File: config.mk
export PLATFORM = sky130hd
export DESIGN_NAME = adaptive_threshold_step_detector
export DESIGN_NICKNAME = d
export VERILOG_FILES = /design/src/atsd_pkg.sv /design/src/atsd_lane.sv /design/src/atsd_thr_adapt.sv /design/src/atsd_merge.sv /design/src/adaptive_threshold_step_detector.sv
export SDC_FILE = /design/constraint.sdc
export NUM_CORES = 1
export LEC_CHECK = 0
export BUFFER_PORTS_ARGS = -buffer_cell sky130_fd_sc_hd__buf_4
export CAP_MARGIN = 40
export CORE_AREA = 3 3 201 203
export DETAILED_ROUTE_END_ITERATION = 8
export DIE_AREA = 0 0 204 206
export PLACE_DENSITY_LB_ADDON = 0.15
export SLEW_MARGIN = 20
export SYNTH_ARGS = -nofsm -noshare
export SYNTH_HDL_FRONTEND = slang
export SYNTH_HIERARCHICAL = 1
export SYNTH_SLANG_ARGS = --single-unit
File: constraint.sdc
create_clock -name clk -period 19.7 [get_ports clk]
set_input_delay 0.985 -clock clk [delete_from_list [all_inputs] [get_ports clk]]
set_output_delay 0.985 -clock clk [all_outputs]
set_load 0.01 [all_outputs]
File: src/atsd_pkg.sv
package atsd_pkg;

  localparam int THR_BITS     = 13;
  localparam int ADJ_BITS     = 8;
  localparam int CFG_IDX_BITS = 3;

  // Amount by which a change must exceed its threshold before the threshold adapts.
  localparam int OVERSHOOT_MARGIN = 200;

  localparam logic [THR_BITS-1:0] X_THR_RST    = THR_BITS'(35);
  localparam logic [THR_BITS-1:0] YZ_MIN_RST   = THR_BITS'(175);
  localparam logic [THR_BITS-1:0] YZ_MAX_RST   = THR_BITS'(195);
  localparam logic [ADJ_BITS-1:0] ADJ_RST      = ADJ_BITS'(2);
  localparam logic [THR_BITS-1:0] INIT_THR_RST = THR_BITS'(185);

  typedef enum logic [CFG_IDX_BITS-1:0] {
    CFG_X_THR    = 3'd0,
    CFG_YZ_MIN   = 3'd1,
    CFG_YZ_MAX   = 3'd2,
    CFG_ADJ_STEP = 3'd3,
    CFG_INIT_THR = 3'd4
  } cfg_idx_t;

  typedef struct packed {
    logic [THR_BITS-1:0] thr_min;
    logic [THR_BITS-1:0] thr_max;
    logic [ADJ_BITS-1:0] adj_step;
  } yz_lim_t;

endpackage

File: src/atsd_lane.sv
module atsd_lane #(
  parameter int SAMPLE_BITS = 13
) (
  input  logic signed [SAMPLE_BITS-1:0]   cur_i,
  input  logic signed [SAMPLE_BITS-1:0]   prev_i,
  input  logic [atsd_pkg::THR_BITS-1:0]   thr_i,
  output logic [SAMPLE_BITS-1:0]          change_o,
  output logic                            pass_o
);
  import atsd_pkg::*;

  localparam int CW = ((SAMPLE_BITS > THR_BITS) ? SAMPLE_BITS : THR_BITS) + 1;

  logic signed [SAMPLE_BITS:0] cur_e;
  logic signed [SAMPLE_BITS:0] prev_e;
  logic signed [SAMPLE_BITS:0] mag_cur;
  logic signed [SAMPLE_BITS:0] mag_prev;
  logic signed [SAMPLE_BITS:0] diff;
  logic signed [SAMPLE_BITS:0] diff_abs;
  logic [CW-1:0]               change_w;
  logic [CW-1:0]               thr_w;

  assign cur_e    = {cur_i[SAMPLE_BITS-1], cur_i};
  assign prev_e   = {prev_i[SAMPLE_BITS-1], prev_i};
  assign mag_cur  = cur_e[SAMPLE_BITS] ? -cur_e : cur_e;
  assign mag_prev = prev_e[SAMPLE_BITS] ? -prev_e : prev_e;
  assign diff     = mag_cur - mag_prev;
  assign diff_abs = diff[SAMPLE_BITS] ? -diff : diff;

  // The magnitude difference never exceeds half the sample range, so it fits unsigned.
  assign change_o = diff_abs[SAMPLE_BITS-1:0];
  assign change_w = CW'(change_o);
  assign thr_w    = CW'(thr_i);
  assign pass_o   = (change_w >= thr_w);

endmodule

File: src/atsd_thr_adapt.sv
module atsd_thr_adapt #(
  parameter int SAMPLE_BITS = 13
) (
  input  logic [SAMPLE_BITS-1:0]          change_i,
  input  logic                            pass_i,
  input  logic [atsd_pkg::THR_BITS-1:0]   thr_i,
  input  atsd_pkg::yz_lim_t               lim_i,
  output logic [atsd_pkg::THR_BITS-1:0]   thr_nxt_o
);
  import atsd_pkg::*;

  localparam int CW = ((SAMPLE_BITS > THR_BITS) ? SAMPLE_BITS : THR_BITS) + 1;

  logic [CW-1:0]       excess;
  logic                overshoot;
  logic [THR_BITS-1:0] clamped;
  logic [THR_BITS:0]   raised;
  logic [THR_BITS-1:0] adjusted;

  // Only meaningful when the axis passes, in which case it is never negative.
  assign excess    = CW'(change_i) - CW'(thr_i);
  assign overshoot = pass_i && (excess > CW'(OVERSHOOT_MARGIN));

  // The upper bound is checked first: with min above max, a threshold above max goes to max.
  always_comb begin
    if (thr_i > lim_i.thr_max) begin
      clamped = lim_i.thr_max;
    end else if (thr_i < lim_i.thr_min) begin
      clamped = lim_i.thr_min;
    end else begin
      clamped = thr_i;
    end
  end

  assign raised = {1'b0, clamped} + (THR_BITS + 1)'(lim_i.adj_step);

  always_comb begin
    if (clamped < lim_i.thr_max) begin
      adjusted = raised[THR_BITS] ? {THR_BITS{1'b1}} : raised[THR_BITS-1:0];
    end else begin
      adjusted = clamped;
    end
  end

  assign thr_nxt_o = overshoot ? adjusted : thr_i;

endmodule

File: src/atsd_merge.sv
module atsd_merge #(
  parameter int COUNT_BITS = 24
) (
  input  logic                  primed_i,
  input  logic                  pass_x_i,
  input  logic                  pass_y_i,
  input  logic                  pass_z_i,
  input  logic                  vibrating_i,
  input  logic [COUNT_BITS-1:0] count_i,
  output logic                  step_o,
  output logic [COUNT_BITS-1:0] count_nxt_o
);
  import atsd_pkg::*;

  assign step_o = primed_i && pass_x_i && (pass_y_i || pass_z_i) && !vibrating_i;

  // The counter holds at all ones once full.
  assign count_nxt_o = (step_o && (count_i != {COUNT_BITS{1'b1}})) ?
                       count_i + COUNT_BITS'(1) : count_i;

endmodule

File: src/adaptive_threshold_step_detector.sv
// Step detector for a three-axis accelerometer stream. Each accepted sample yields exactly one
// result, registered at the transfer: the step flag, the saturating step total and
// the Y and Z thresholds as they stand after that sample. The first sample after reset only
// primes the stored previous sample and never counts. A new sample is taken every cycle while
// in_ready is high; the three axis lanes and the threshold update all settle within that cycle,
// which is what sets the one-sample-per-cycle rate. An output register backed by a one-entry
// skid buffer lets two results wait, so in_ready falls only when both are held. Configuration
// writes take effect at once; writing the initial threshold also reloads both adaptive thresholds.
module adaptive_threshold_step_detector #(
  parameter int SAMPLE_BITS = 13,
  parameter int COUNT_BITS  = 24
) (
  input  logic                                 clk,
  input  logic                                 rst_n,
  input  logic                                 in_valid,
  output logic                                 in_ready,
  input  logic signed [SAMPLE_BITS-1:0]        in_accel_x,
  input  logic signed [SAMPLE_BITS-1:0]        in_accel_y,
  input  logic signed [SAMPLE_BITS-1:0]        in_accel_z,
  input  logic                                 in_vibrating,
  output logic                                 out_valid,
  input  logic                                 out_ready,
  output logic                                 out_step_detected,
  output logic [COUNT_BITS-1:0]                out_step_total,
  output logic [atsd_pkg::THR_BITS-1:0]        out_y_threshold_now,
  output logic [atsd_pkg::THR_BITS-1:0]        out_z_threshold_now,
  input  logic                                 cfg_wr_en,
  input  logic [atsd_pkg::CFG_IDX_BITS-1:0]    cfg_index,
  input  logic [atsd_pkg::THR_BITS-1:0]        cfg_data
);
  import atsd_pkg::*;

  localparam int RES_W = 1 + COUNT_BITS + 2 * THR_BITS;

  logic [THR_BITS-1:0] x_thr_r;
  logic [THR_BITS-1:0] yz_min_r;
  logic [THR_BITS-1:0] yz_max_r;
  logic [ADJ_BITS-1:0] adj_r;

  logic                          primed_r;
  logic signed [SAMPLE_BITS-1:0] prev_x_r;
  logic signed [SAMPLE_BITS-1:0] prev_y_r;
  logic signed [SAMPLE_BITS-1:0] prev_z_r;
  logic [THR_BITS-1:0]           y_thr_r;
  logic [THR_BITS-1:0]           z_thr_r;
  logic [COUNT_BITS-1:0]         count_r;

  logic             out_valid_r;
  logic [RES_W-1:0] out_data_r;
  logic             skid_valid_r;
  logic [RES_W-1:0] skid_data_r;

  logic                   accept;
  logic                   init_wr;
  yz_lim_t                lim;
  logic [SAMPLE_BITS-1:0] chg_x;
  logic [SAMPLE_BITS-1:0] chg_y;
  logic [SAMPLE_BITS-1:0] chg_z;
  logic                   pass_x;
  logic                   pass_y;
  logic                   pass_z;
  logic [THR_BITS-1:0]    y_thr_adapt;
  logic [THR_BITS-1:0]    z_thr_adapt;
  logic [THR_BITS-1:0]    y_thr_nxt;
  logic [THR_BITS-1:0]    z_thr_nxt;
  logic                   step;
  logic [COUNT_BITS-1:0]  count_nxt;
  logic [RES_W-1:0]       res;

  assign in_ready = !skid_valid_r;
  assign accept   = in_valid && in_ready;
  assign init_wr  = cfg_wr_en && (cfg_index == CFG_INIT_THR);

  assign lim.thr_min  = yz_min_r;
  assign lim.thr_max  = yz_max_r;
  assign lim.adj_step = adj_r;

  atsd_lane #(.SAMPLE_BITS(SAMPLE_BITS)) u_lane_x (
    .cur_i(in_accel_x), .prev_i(prev_x_r), .thr_i(x_thr_r),
    .change_o(chg_x), .pass_o(pass_x)
  );

  atsd_lane #(.SAMPLE_BITS(SAMPLE_BITS)) u_lane_y (
    .cur_i(in_accel_y), .prev_i(prev_y_r), .thr_i(y_thr_r),
    .change_o(chg_y), .pass_o(pass_y)
  );

  atsd_lane #(.SAMPLE_BITS(SAMPLE_BITS)) u_lane_z (
    .cur_i(in_accel_z), .prev_i(prev_z_r), .thr_i(z_thr_r),
    .change_o(chg_z), .pass_o(pass_z)
  );

  atsd_thr_adapt #(.SAMPLE_BITS(SAMPLE_BITS)) u_adapt_y (
    .change_i(chg_y), .pass_i(pass_y), .thr_i(y_thr_r), .lim_i(lim),
    .thr_nxt_o(y_thr_adapt)
  );

  atsd_thr_adapt #(.SAMPLE_BITS(SAMPLE_BITS)) u_adapt_z (
    .change_i(chg_z), .pass_i(pass_z), .thr_i(z_thr_r), .lim_i(lim),
    .thr_nxt_o(z_thr_adapt)
  );

  atsd_merge #(.COUNT_BITS(COUNT_BITS)) u_merge (
    .primed_i(primed_r), .pass_x_i(pass_x), .pass_y_i(pass_y), .pass_z_i(pass_z),
    .vibrating_i(in_vibrating), .count_i(count_r),
    .step_o(step), .count_nxt_o(count_nxt)
  );

  // The priming sample leaves the thresholds alone; chg_x is unused beyond its compare.
  assign y_thr_nxt = primed_r ? y_thr_adapt : y_thr_r;
  assign z_thr_nxt = primed_r ? z_thr_adapt : z_thr_r;
  assign res       = {step, count_nxt, y_thr_nxt, z_thr_nxt};

  always_ff @(posedge clk) begin
    if (!rst_n) begin
      x_thr_r    <= X_THR_RST;
      yz_min_r   <= YZ_MIN_RST;
      yz_max_r   <= YZ_MAX_RST;
      adj_r      <= ADJ_RST;
    end else if (cfg_wr_en) begin
      unique case (cfg_index)
        CFG_X_THR:    x_thr_r    <= cfg_data;
        CFG_YZ_MIN:   yz_min_r   <= cfg_data;
        CFG_YZ_MAX:   yz_max_r   <= cfg_data;
        CFG_ADJ_STEP: adj_r      <= cfg_data[ADJ_BITS-1:0];
        // The initial threshold only matters through the reload of both thresholds below.
        CFG_INIT_THR: ;
        default: ;
      endcase
    end
  end

  always_ff @(posedge clk) begin
    if (!rst_n) begin
      primed_r <= 1'b0;
      prev_x_r <= '0;
      prev_y_r <= '0;
      prev_z_r <= '0;
      y_thr_r  <= INIT_THR_RST;
      z_thr_r  <= INIT_THR_RST;
      count_r  <= '0;
    end else if (init_wr) begin
      y_thr_r <= cfg_data;
      z_thr_r <= cfg_data;
    end else if (accept) begin
      primed_r <= 1'b1;
      prev_x_r <= in_accel_x;
      prev_y_r <= in_accel_y;
      prev_z_r <= in_accel_z;
      y_thr_r  <= y_thr_nxt;
      z_thr_r  <= z_thr_nxt;
      count_r  <= count_nxt;
    end
  end

  always_ff @(posedge clk) begin
    if (!rst_n) begin
      out_valid_r  <= 1'b0;
      skid_valid_r <= 1'b0;
    end else if (skid_valid_r) begin
      if (out_ready) begin
        skid_valid_r <= 1'b0;
      end
    end else if (accept) begin
      if (!out_valid_r || out_ready) begin
        out_valid_r <= 1'b1;
      end else begin
        skid_valid_r <= 1'b1;
      end
    end else if (out_ready) begin
      out_valid_r <= 1'b0;
    end
  end

  always_ff @(posedge clk) begin
    if (skid_valid_r) begin
      if (out_ready) begin
        out_data_r <= skid_data_r;
      end
    end else if (accept) begin
      if (!out_valid_r || out_ready) begin
        out_data_r <= res;
      end else begin
        skid_data_r <= res;
      end
    end
  end

  assign out_valid           = out_valid_r;
  assign out_step_detected   = out_data_r[RES_W-1];
  assign out_step_total      = out_data_r[2*THR_BITS +: COUNT_BITS];
  assign out_y_threshold_now = out_data_r[THR_BITS +: THR_BITS];
  assign out_z_threshold_now = out_data_r[0 +: THR_BITS];

`ifndef SYNTHESIS
  // A result in the skid buffer always sits behind one in the output register.
  a_skid_behind_out: assert property (@(posedge clk) disable iff (!rst_n)
    skid_valid_r |-> out_valid_r)
    else $error("skid buffer holds a result while the output register is empty");

  // The priming transfer never reports a step.
  a_prime_no_step: assert property (@(posedge clk) disable iff (!rst_n)
    (accept && !primed_r && !out_valid_r) |=> (out_valid_r && !out_step_detected))
    else $error("priming sample reported a step");

  // The step counter only ever grows.
  a_count_monotonic: assert property (@(posedge clk) disable iff (!rst_n)
    1'b1 |=> (count_r >= $past(count_r)))
    else $error("step counter decreased");

  // Thresholds move only on a sample transfer or a reload of the initial value.
  a_thr_hold: assert property (@(posedge clk) disable iff (!rst_n)
    (!accept && !init_wr) |=> ($stable(y_thr_r) && $stable(z_thr_r)))
    else $error("adaptive threshold changed without a transfer or reload");
`endif

endmodule

==> results.txt, run 1 <==
Summed over all nets, the half-perimeter wirelength after detailed placement is 42300 um. Headroom to the max-slew limit came out at 43.1%. The slowest stage of the critical path belongs to the cell sky130_fd_sc_hd__o31ai_2.

The die covers 0.0420 mm^2. Across every metal layer, demand over resource in global routing totals 25.4%. Number of antenna-violating nets in the routed design: 0.

The first global-routing pass estimated 87500 um of wire. Post-synthesis instance area: 0.0205 mm^2. The number of inserted filler cells in the final layout is 3447. Filler-free cell count of the finished design: 2977. In this run the worst hold path is classified as register to register. The leakage power figure was 0.00932 uW. Once routing completed, OpenROAD measured the worst setup slack at 12.02 ns. The mean number of vias per cell came out at 5.97. From bottom edge to top edge, the die measures 206 um.

TritonCTS built the clock tree. The tools report the max-cap violation count as 0. The DRC violation total after the first TritonRoute iteration came out at 1241. Type of origin of the critical path: a primary input.

The maximum resistive drop on vdd was 0.0690 mV. The via count of the first global-routing pass is 16693, and the number of DRC violations after detailed routing is 0. The pre-antenna-repair detailed-routing pass consisted of 5 iterations. The run gives 0.56 ns as the insertion delay to the later sink of the worst-skew pair. The number of hold buffers added after CTS was 0.

The global placement routability congestion was 0.910; the area added between synthesis and finish was 10.3%. The critical path is of the primary input to register type. The hold violation total from the final report is 0. The tools report the final number of max-transition violations as 0. In this design, the largest share of critical-path delay is due to compound AO/OA/AOI/OAI gates. At the end of the flow, the number of nets in the layout was 2709. The number of antenna repair diodes was 0; the post-synth net total was 2632. The power density over cell area is 128 mW/mm^2, and the final cycle utilization of the critical path is 39.0%.

The number of placed instances, taps included, is 2920. The library cells used most frequently in the layout, excluding fill and tap cells, are sky130_fd_sc_hd__nand2_1 (330), sky130_fd_sc_hd__ha_1 (204), sky130_fd_sc_hd__inv_1 (158). The number of antenna violations at the first check in global routing was 0; the pin count of the biggest net entering global routing was 86.

After floorplanning, the core was divided into 72 placement rows. The logs give 7.99 ns for the worst endpoint data arrival time and 11.28 ns for the worst setup slack after placement. The clock sink count was 241; the top-level port count was 114. A synthesized cell averages 8.68 um^2. The die is 204 um wide. The post-cts resize count is 0, and the number of I/O port buffers is 113.

The transition time of the tightest slew-check pin was 0.847 ns; the starting density of the core was 53.0%. In this run the standard cell core region covers 0.0386 mm^2. Summed over all failing endpoints, the final setup total negative slack is 0 ns. CTS placed an instance of sky130_fd_sc_hd__clkbuf_16 at the clock tree root. For the worst setup path, the data required time is 20.01 ns. The peak per-stage delay on the critical path came out at 0.59 ns. Maximum fanout along the worst path: 11. The number of buffers and inverters on the critical path is 3. For this block, the routed nets add up to 55400 um of wire. The number of warnings printed during yosys synthesis came out at 6. The proportion of layout cells with a drive suffix above 1 was 13.5%; the top achievable clock speed was 130 MHz. Between clock sinks in the finished design, the worst skew comes to 0.0161 ns. The flow ran to the end, and the final reports show no timing, DRC or antenna violations. The cell count after synthesis is 2360. For the finished layout, the period the worst path requires is 7.68 ns. The detailed router placed 17771 vias in this run. The wire length per cell after detailed routing was 18.6 um.

Global routing finished with a remaining overflow of 0. The level count of the clock H-tree was 1. Clock-pin slew was measured on the worst setup and hold paths at 0.06 ns. The number of buffers inserted to repair setup after CTS was 0.

The clock passes through at most 3 buffers. Setup repair after global routing left no endpoint under its margin. Setup violations remaining at the end of the flow were counted as 0. The worst setup path is captured at a register. The library cell used most frequently in the layout, excluding fill and tap cells, is sky130_fd_sc_hd__nand2_1.

For the number of buffers added by the clock tree synthesis step, the log shows 29.
[report_power, final]
part	switching (uW)	internal, uW
sequential	50.7	590
combinational	1010	723
clock	216	297
total	1280	1610
[layer usage]
metal | wire length, um | vias up | GRT usage (%)
met2 | 25000 | 516 | 42.1
met3 | 3170 | 81 | 2.32
met5 | 0 | - | 0
met4 | 1220 | 0 | 6.37
li1 | - | 8682 | -
met1 | 26000 | 8492 | 35.9
[sequential cells by signal, summed over array words and instances (netlist names)]
| signal | flops |
|---|---|
| skid_valid_r | 1 |
| prev_y_r | 13 |
| x_thr_r | 13 |
| out_data_r | 51 |
| z_thr_r | 13 |
| primed_r | 1 |
| yz_min_r | 13 |
| prev_x_r | 13 |
| skid_data_r | 51 |
| prev_z_r | 13 |
| out_valid | 1 |
| adj_r | 8 |
| y_thr_r | 13 |
| count_r | 24 |
| yz_max_r | 13 |
[worst min-delay path, delay by kind of cell, from the launching register on]
| kind | cells | cell delay (ns) |
|---|---|---|
| compound gates | 1 | 0.06 |
| simple gates | 1 | 0.05 |
| flops | 1 | 0.31 |
[final timing paths]
path                                                from                  endpoint  slack (ns)  cells after the start
worst max-delay path                       in_accel_y[0]  out_data_r[23]$_DFFE_PP_       12.02                     29
worst min-delay path            x_thr_r[11]$_SDFFE_PN0P_  x_thr_r[11]$_SDFFE_PN0P_        0.47                      2
worst max register to register  prev_y_r[4]$_SDFFE_PN0P_  out_data_r[23]$_DFFE_PP_       12.28                     25
worst min register to register  x_thr_r[11]$_SDFFE_PN0P_  x_thr_r[11]$_SDFFE_PN0P_        0.47                      2
[cell type report]
| cell class | instances | area [um^2] | area share, % |
|---|---|---|---|
| well taps | 518 | 648 | 2.87 |
| inverters | 160 | 601 | 2.66 |
| clock inverters | 18 | 158 | 0.698 |
| flip-flops and latches | 241 | 5850 | 25.9 |
| clock buffers | 35 | 748 | 3.31 |
| repair buffers | 129 | 983 | 4.35 |
| multi-input cells | 1876 | 13600 | 60.2 |
[per-stage QoR]
| step | util, % | total power (uW) | hold slack, ns | instance area [um^2] |
|---|---|---|---|---|
| 2_1_floorplan | - | 1950 | 0.441 | 20500 |
| 3_3_place_gp | 56.0 | 2300 | 0.460 | 21600 |
| 3_5_place_dp | 56.0 | 2340 | 0.465 | 21600 |
| 4_1_cts | 58.3 | 2860 | 0.473 | 22500 |
| 5_1_grt | 58.5 | 3090 | 0.490 | 22600 |
| 6_report | 58.5 | 2890 | 0.469 | 22600 |
Note: power is estimated with default switching activity, not from simulation.
==> run 2, diff against run 1 <==
Clock period 19.7 ns to 6.7 ns, I/O delays scaled along.
==> results.txt, run 2 (same netlist as run 1, synthesis figures left out) <==
The worst setup path is launched from a register. The run gives 0.0231 mm^2 as the cell area after layout. The via count of the first global-routing pass is 16969. Across all layers, the routed design uses 17931 vias.

Input and output buffers added on the ports amount to 113. In the routed design, unresolved DRC markers number 0. The final number of max-transition violations was 0; the number of antenna violations at the first check in global routing was 1. The max-cap violation count was 0; the mean number of vias per cell was 5.91. In the final routing, the length of wire on met1 measures 26300 um.

The post-place instance area is 0.0221 mm^2. In the finished design, the share of the clock period the worst path needs comes to 95.5%. The peak per-stage delay on the critical path came out at 0.54 ns.

The setup clock skew after layout was 0.0174 ns. STA classifies the critical path endpoint as a register. The level count of the clock H-tree is 1, and the clock sink count is 241. The critical path is of the register to register type.

Entering global routing, the biggest net connects 87 pins. In the layout the commonest cells are sky130_fd_sc_hd__nand2_1 (330), sky130_fd_sc_hd__ha_1 (203), sky130_fd_sc_hd__buf_4 (186). Counting tap cells, the placed design contains a total of 2979 instances. For the number of search-and-repair iterations in the first detailed-routing pass, the log shows 6. Prior to clock tree synthesis, the placed netlist has a worst setup slack of -0.0813 ns.

During I/O placement, the number of pins put on the boundary was 114. From bottom edge to top edge, the die measures 206 um. The tools report the met3 routed wirelength as 3990 um. CTS placed an instance of sky130_fd_sc_hd__clkbuf_16 at the clock tree root. Relative to the synthesized area, the layout overhead comes to 12.9%. After clock tree synthesis, the clock-pin slew on the worst setup and hold paths is 0.06 ns. The number of antenna-violating nets in the routed design is 0, and the overall global routing resource usage is 26.3%. The class of the tightest hold or removal check was primary input to register. The startpoint identified for the worst register-to-register timing path is prev_y_r[6]$_SDFFE_PN0P_. The tools report the DRC violation total after the first TritonRoute iteration as 1212. The run finished with clean final reports. At the worst endpoint, the required time is 7.00 ns.

The run gives 0.303 ns as the worst setup slack after layout. Library cell contributing the largest single delay on the critical path: sky130_fd_sc_hd__or4_4. VDD sags by at most 0.268 mV. The proportion of layout cells with a drive suffix above 1 is 16.2%, and the count of cells along the worst register-to-register path is 27. Counting the buffers created by CTS gives 27. The sum of negative setup slack came out at 0 ns. Together, buffers and inverters on the worst path number 3. The transition time of the tightest slew-check pin came out at 0.806 ns. The run gives 0.55 ns as the insertion delay to the later sink of the worst-skew pair. The floorplan step defined a die boundary enclosing 0.0420 mm^2.

Setup violations remaining at the end of the flow were counted as 0. Once detailed placement completed, the half-perimeter wirelength came to 43800 um. The highest metal layer with signal wires was met4. The global placement routability congestion is 0.948. The family of cells with the greatest summed delay on the critical path was compound AO/OA/AOI/OAI gates.

The number of cell rows is 72. The launch instance of the worst min-delay path was in_accel_y[1]. Destination of the worst register-to-register timing path: out_data_r[13]$_DFFE_PP_. The die width was 204 um. The endpoint of the worst hold path was prev_y_r[1]$_SDFFE_PN0P_.

The tools report the count of nets after finishing as 2769. The largest registers in the layout are out_data_r (51), skid_data_r (51), count_r (24). The total detailed-routing wirelength is 57100 um, and the worst relative slew slack is 46.3%. STA puts the critical path data arrival time at 6.69 ns. After detailed routing, the met2 layer carries 25700 um of wire. The wire length per cell after detailed routing came out at 18.8 um. For the starting density of the core, the log shows 53.0%. The hold violation total from the final report came out at 0. The analysis attributes to cell leakage a power of 0.00963 uW. Dividing total power by cell area gives a power density of 382 mW/mm^2.

The filler-free cell count of the finished design is 3036, and the top achievable clock speed is 156 MHz. The first global-routing pass estimated 90300 um of wire. The most common library cell in the layout ignoring fill and taps is sky130_fd_sc_hd__nand2_1. The hold-critical path depth is 3. Setup repair after global routing left no endpoint under its margin. Register-to-register setup slack: 0.30 ns. The core region is 0.0386 mm^2. After global routing the overflow that remains totals 0. The time the worst path needs with I/O delays and setup is 6.40 ns. TritonCTS built the clock tree. The clock passes through at most 3 buffers. In this run the worst path has a maximum fanout of 5.
run 2: cell count changes in the layout (fill, tap and decap cells not counted), sizes merged:
cell / before / now
a22oi: 18 / 19
clkbuf: 37 / 34
clkinv: 11 / 12
dlygate4sd3: 0 / 1
clkinvlp: 3 / 2
inv: 162 / 160
diode: 0 / 1
buf: 127 / 188
run 2: worst max path at each step:
stage	slack, ns	cells past startpoint	startpoint	end
floorplan	0.22	29	in_accel_y[0]	out_data_r[14]$_DFFE_PP_
global placement	0.08	31	in_accel_y[0]	out_data_r[15]$_DFFE_PP_
detailed placement	-0.08	31	in_accel_y[0]	out_data_r[17]$_DFFE_PP_
CTS	0.09	27	prev_y_r[4]$_SDFFE_PN0P_	out_data_r[17]$_DFFE_PP_
global route	0.01	28	prev_y_r[0]$_SDFFE_PN0P_	out_data_r[21]$_DFFE_PP_
finish	0.30	27	prev_y_r[6]$_SDFFE_PN0P_	out_data_r[13]$_DFFE_PP_
run 2: through the flow:
stage               utilization, %  power, uW  hold WS (ns)
floorplan                        -       5730         0.411
global route                  59.8       9490        0.0351
detailed placement            57.2       7170         0.463
global placement              57.2       7050         0.458
CTS                           59.4       8660        0.0115
finish                        59.8       8820        0.0438
run 2: what timing repair did:
item	in CTS	in global routing
resized for setup	0	24
hold endpoints to repair	1	0
hold buffers	1	0
setup buffers	0	3
endpoints found under the setup margin	0	74
run 2: final cells by class:
cell class                      count  area, um^2
Fill cell                        3480       15500
Multi-Input combinational cell   1877       13700
Sequential cell                   241        5850
Timing Repair Buffer              190        1440
Clock buffer                       33         708
Tap cell                          518         648
Inverter                          160         601
Clock inverter                     16         148
Antenna cell                        1        2.50
run 2: tightest hold or removal path: stages:
cell,delay [ns]
sky130_fd_sc_hd__buf_4,0.11
sky130_fd_sc_hd__nand2_1,0.05
sky130_fd_sc_hd__a21boi_1,0.05
run 2: routing by layer:
layer,global-route usage [%],vias to the layer above
met2,42.9,524
li1,-,8807
met4,5.55,0
met5,0,-
met3,4.11,79
met1,37.0,8521
run 2: power breakdown:
| group | total, uW | internal (uW) | switching (uW) |
|---|---|---|---|
| sequential | 1850 | 1730 | 118 |
| combinational | 5510 | 2400 | 3110 |
| clock | 1450 | 830 | 624 |
==> run 3, diff against run 2 <==
Settings changed: CELL_PAD_IN_SITES_DETAIL_PLACEMENT set to 1, CELL_PAD_IN_SITES_GLOBAL_PLACEMENT set to 1, CORE_AREA 3 3 201 203 to 3 3 220 222, DIE_AREA 0 0 204 206 to 0 0 223 225.
==> results.txt, run 3 (same netlist as run 1, synthesis figures left out) <==
The run finished with clean final reports. For this run, the detailed router's first-pass iteration total came to 5. The run gives 6.82 ns as the worst endpoint data arrival time.

The time the worst path needs with I/O delays and setup works out to 6.46 ns. The path type of the worst setup path is register to register. Across the run, the number of max-cap violations was 0. Leaving out fill and tap cells, the most frequent cell in the layout is sky130_fd_sc_hd__nand2_1. TritonCTS built the clock tree. The post-route netlist has 16.1% of its cells at a drive strength greater than 1. The congestion estimate from routability-driven global placement came to 0.911. The first global-routing pass estimated 105000 um of wire. The design draws 9080 uW. The top cell types in the final layout, fill and taps aside, are sky130_fd_sc_hd__nand2_1 (330), sky130_fd_sc_hd__ha_1 (204), sky130_fd_sc_hd__buf_4 (185). The first routing iteration left 1009 violations. The total detailed-routing wirelength was 66500 um; the filler-free cell count of the finished design was 3158. For this run, the total global-route usage over all layers was measured as 25.7%. The run gives 5 as the number of antenna violations at the first check in global routing.

In this run the power density over the cells is 385 mW/mm^2. For this run, design rule violations remaining after detail routing come to 0. After detailed placement, the design holds a cell count of 3066. The clock root buffer is sky130_fd_sc_hd__clkbuf_16.

The routed via count was 18355. During I/O placement, the number of pins put on the boundary was 114. In the finished design, the share of the clock period the worst path needs comes to 96.5%. Cell area after layout: 0.0236 mm^2. Across the routed clock network, the largest skew measured is 0.0429 ns.

The region available for standard cell placement spans 0.0466 mm^2. Registers take 0.00585 mm^2. The tools report the final number of max-transition violations as 0. The worst-case clock buffer depth is 3.

Clock sink count: 241. Startpoint of the lowest-slack register-to-register path: prev_y_r[6]$_SDFFE_PN0P_. Summed over all cells, the static leakage comes to 0.00977 uW.

The starting density of the core was 44.0%. The maximum fanout along the worst path was 8; the die width was 223 um. The level count of the clock H-tree is 1.

In this run the tool buffered the top-level ports with 113 buffer cells. The net count of the finished layout is 2799. Data on the critical path is required at its endpoint by 7.06 ns. The insertion delay to the later sink of the worst-skew pair is 0.61 ns. The layout has 5434 filler cells.

After routing, the total negative slack on setup checks comes to 0 ns. The tools report the hold violation total from the final report as 0. Detailed placement finished with a half-perimeter wire length of 50300 um. The number of cell rows was 79. The top achievable clock speed came out at 155 MHz.

The setup check on the worst reg-to-reg path leaves a slack of 0.24 ns. The total overflow left after global routing is 0. The largest registers in the layout are out_data_r (51), skid_data_r (51), count_r (24). The worst hold slack across all endpoints was 0.0317 ns; the post-place instance area was 0.0222 mm^2. The run gives 30 as the number of buffers added by the clock tree synthesis step.

For the number of antenna-violating nets in the routed design, the log shows 0. The class of the tightest hold or removal check was primary input to register. STA classifies the critical path startpoint as a register.

For the worst relative slew slack, the log shows 43.6%. Relative to the synthesized area, the layout overhead comes to 15.0%. In the final routed layout, each cell accounts on average for 21.1 um. The run gives 0 as the final count of negative-setup-slack endpoints. The floorplan step defined a die boundary enclosing 0.0502 mm^2.

In this run the vertical extent of the chip is 225 um. The worst-case IR drop observed on VDD is 0.259 mV. The run gives 0.0137 mm^2 as the area occupied by multi-input gates. The source of the critical timing path is prev_y_r[6]$_SDFFE_PN0P_.

Entering global routing, the biggest net connects 64 pins. After clock tree synthesis, the clock-pin slew on the worst setup and hold paths is 0.06 ns. The number of antenna diodes in the final layout is 0.

In this run the most critical hold path is launched from in_accel_z[11]. The tools report the via count of the first global-routing pass as 19137. After detailed routing, the number of vias per cell comes to 5.81.

The worst setup path is captured at a register. At the pin with the least slew margin, the transition time is 0.845 ns.
[run 3: cell types whose count changed in the layout (fill, tap and decap cells not counted), sizes merged]
| cell | delta |
|---|---|
| bufinv | -2 |
| clkinv | +1 |
| diode | -1 |
| inv | +2 |
| dlygate4sd3 | +29 |
| a22oi | -1 |
| clkbuf | +5 |
[run 3: timing repair]
action | CTS | global route
gates cloned | 0 | 0
setup buffers | 0 | 6
hold buffers | 30 | 0
setup endpoints to repair | 6 | 85
gates resized for setup | 1 | 26
pin swaps | 0 | 12
endpoints found under the hold margin | 30 | 0
[run 3: routing by layer]
layer / track usage [%] / routed length (um) / vias to the layer above
li1: - / - / 8847
met1: 34.1 / 30200 / 8989
met2: 43.1 / 30400 / 384
met3: 4.83 / 3760 / 125
met4: 7.08 / 2060 / 10
met5: 0 / 70 / -
[run 3: report_power, final]
group          switching (uW)  internal (uW)  total [uW]
Combinational            3210           2450        5660
Clock                     690            840        1530
Sequential                157           1740        1890
Total                    4050           5020        9080
[run 3: stage by stage]
| step | setup slack [ns] | utilization, % |
|---|---|---|
| CTS | 0.0173 | 50.3 |
| finish | 0.235 | 50.6 |
| detailed placement | -0.0522 | 47.7 |
| floorplan | 0.220 | - |
| global route | -0.0273 | 50.6 |
| global placement | 0.0812 | 47.7 |
[run 3: worst paths after layout]
path | end | cells past startpoint
worst max-delay path | out_data_r[43]$_DFFE_PP_ | 26
worst min-delay path | prev_z_r[11]$_SDFFE_PN0P_ | 3
worst max register to register | out_data_r[43]$_DFFE_PP_ | 26
worst min register to register | x_thr_r[7]$_SDFFE_PN0P_ | 2
[run 3: final cells by class]
type	count	area share, %
clock inverters	17	0.494
flip-flops and latches	241	24.8
well taps	607	3.22
clock buffers	39	3.37
inverters	160	2.55
repair buffers	218	7.39
multi-input cells	1876	58.2
[run 3: critical path, stage by stage, from the launching register on]
cell and delay (ns):
sky130_fd_sc_hd__dfxtp_1 0.31, sky130_fd_sc_hd__or4_4 0.54, sky130_fd_sc_hd__or3_4 0.41, sky130_fd_sc_hd__o31ai_4 0.19, sky130_fd_sc_hd__xor2_1 0.19, sky130_fd_sc_hd__ha_1 0.27, sky130_fd_sc_hd__a211o_1 0.28, sky130_fd_sc_hd__or3_1 0.39
sky130_fd_sc_hd__a21oi_2 0.17, sky130_fd_sc_hd__buf_6 0.15, sky130_fd_sc_hd__buf_4 0.13, sky130_fd_sc_hd__nand2_1 0.07, sky130_fd_sc_hd__xor2_1 0.18, sky130_fd_sc_hd__ha_1 0.34, sky130_fd_sc_hd__nand4_1 0.14, sky130_fd_sc_hd__nor4_1 0.32
sky130_fd_sc_hd__a211oi_1 0.11, sky130_fd_sc_hd__o21a_1 0.13, sky130_fd_sc_hd__a31oi_1 0.13, sky130_fd_sc_hd__buf_4 0.17, sky130_fd_sc_hd__nor2_1 0.10, sky130_fd_sc_hd__or4_4 0.56, sky130_fd_sc_hd__a211oi_4 0.21, sky130_fd_sc_hd__buf_4 0.19
sky130_fd_sc_hd__nand3_1 0.09, sky130_fd_sc_hd__xnor2_1 0.18, sky130_fd_sc_hd__mux2_2 0.27
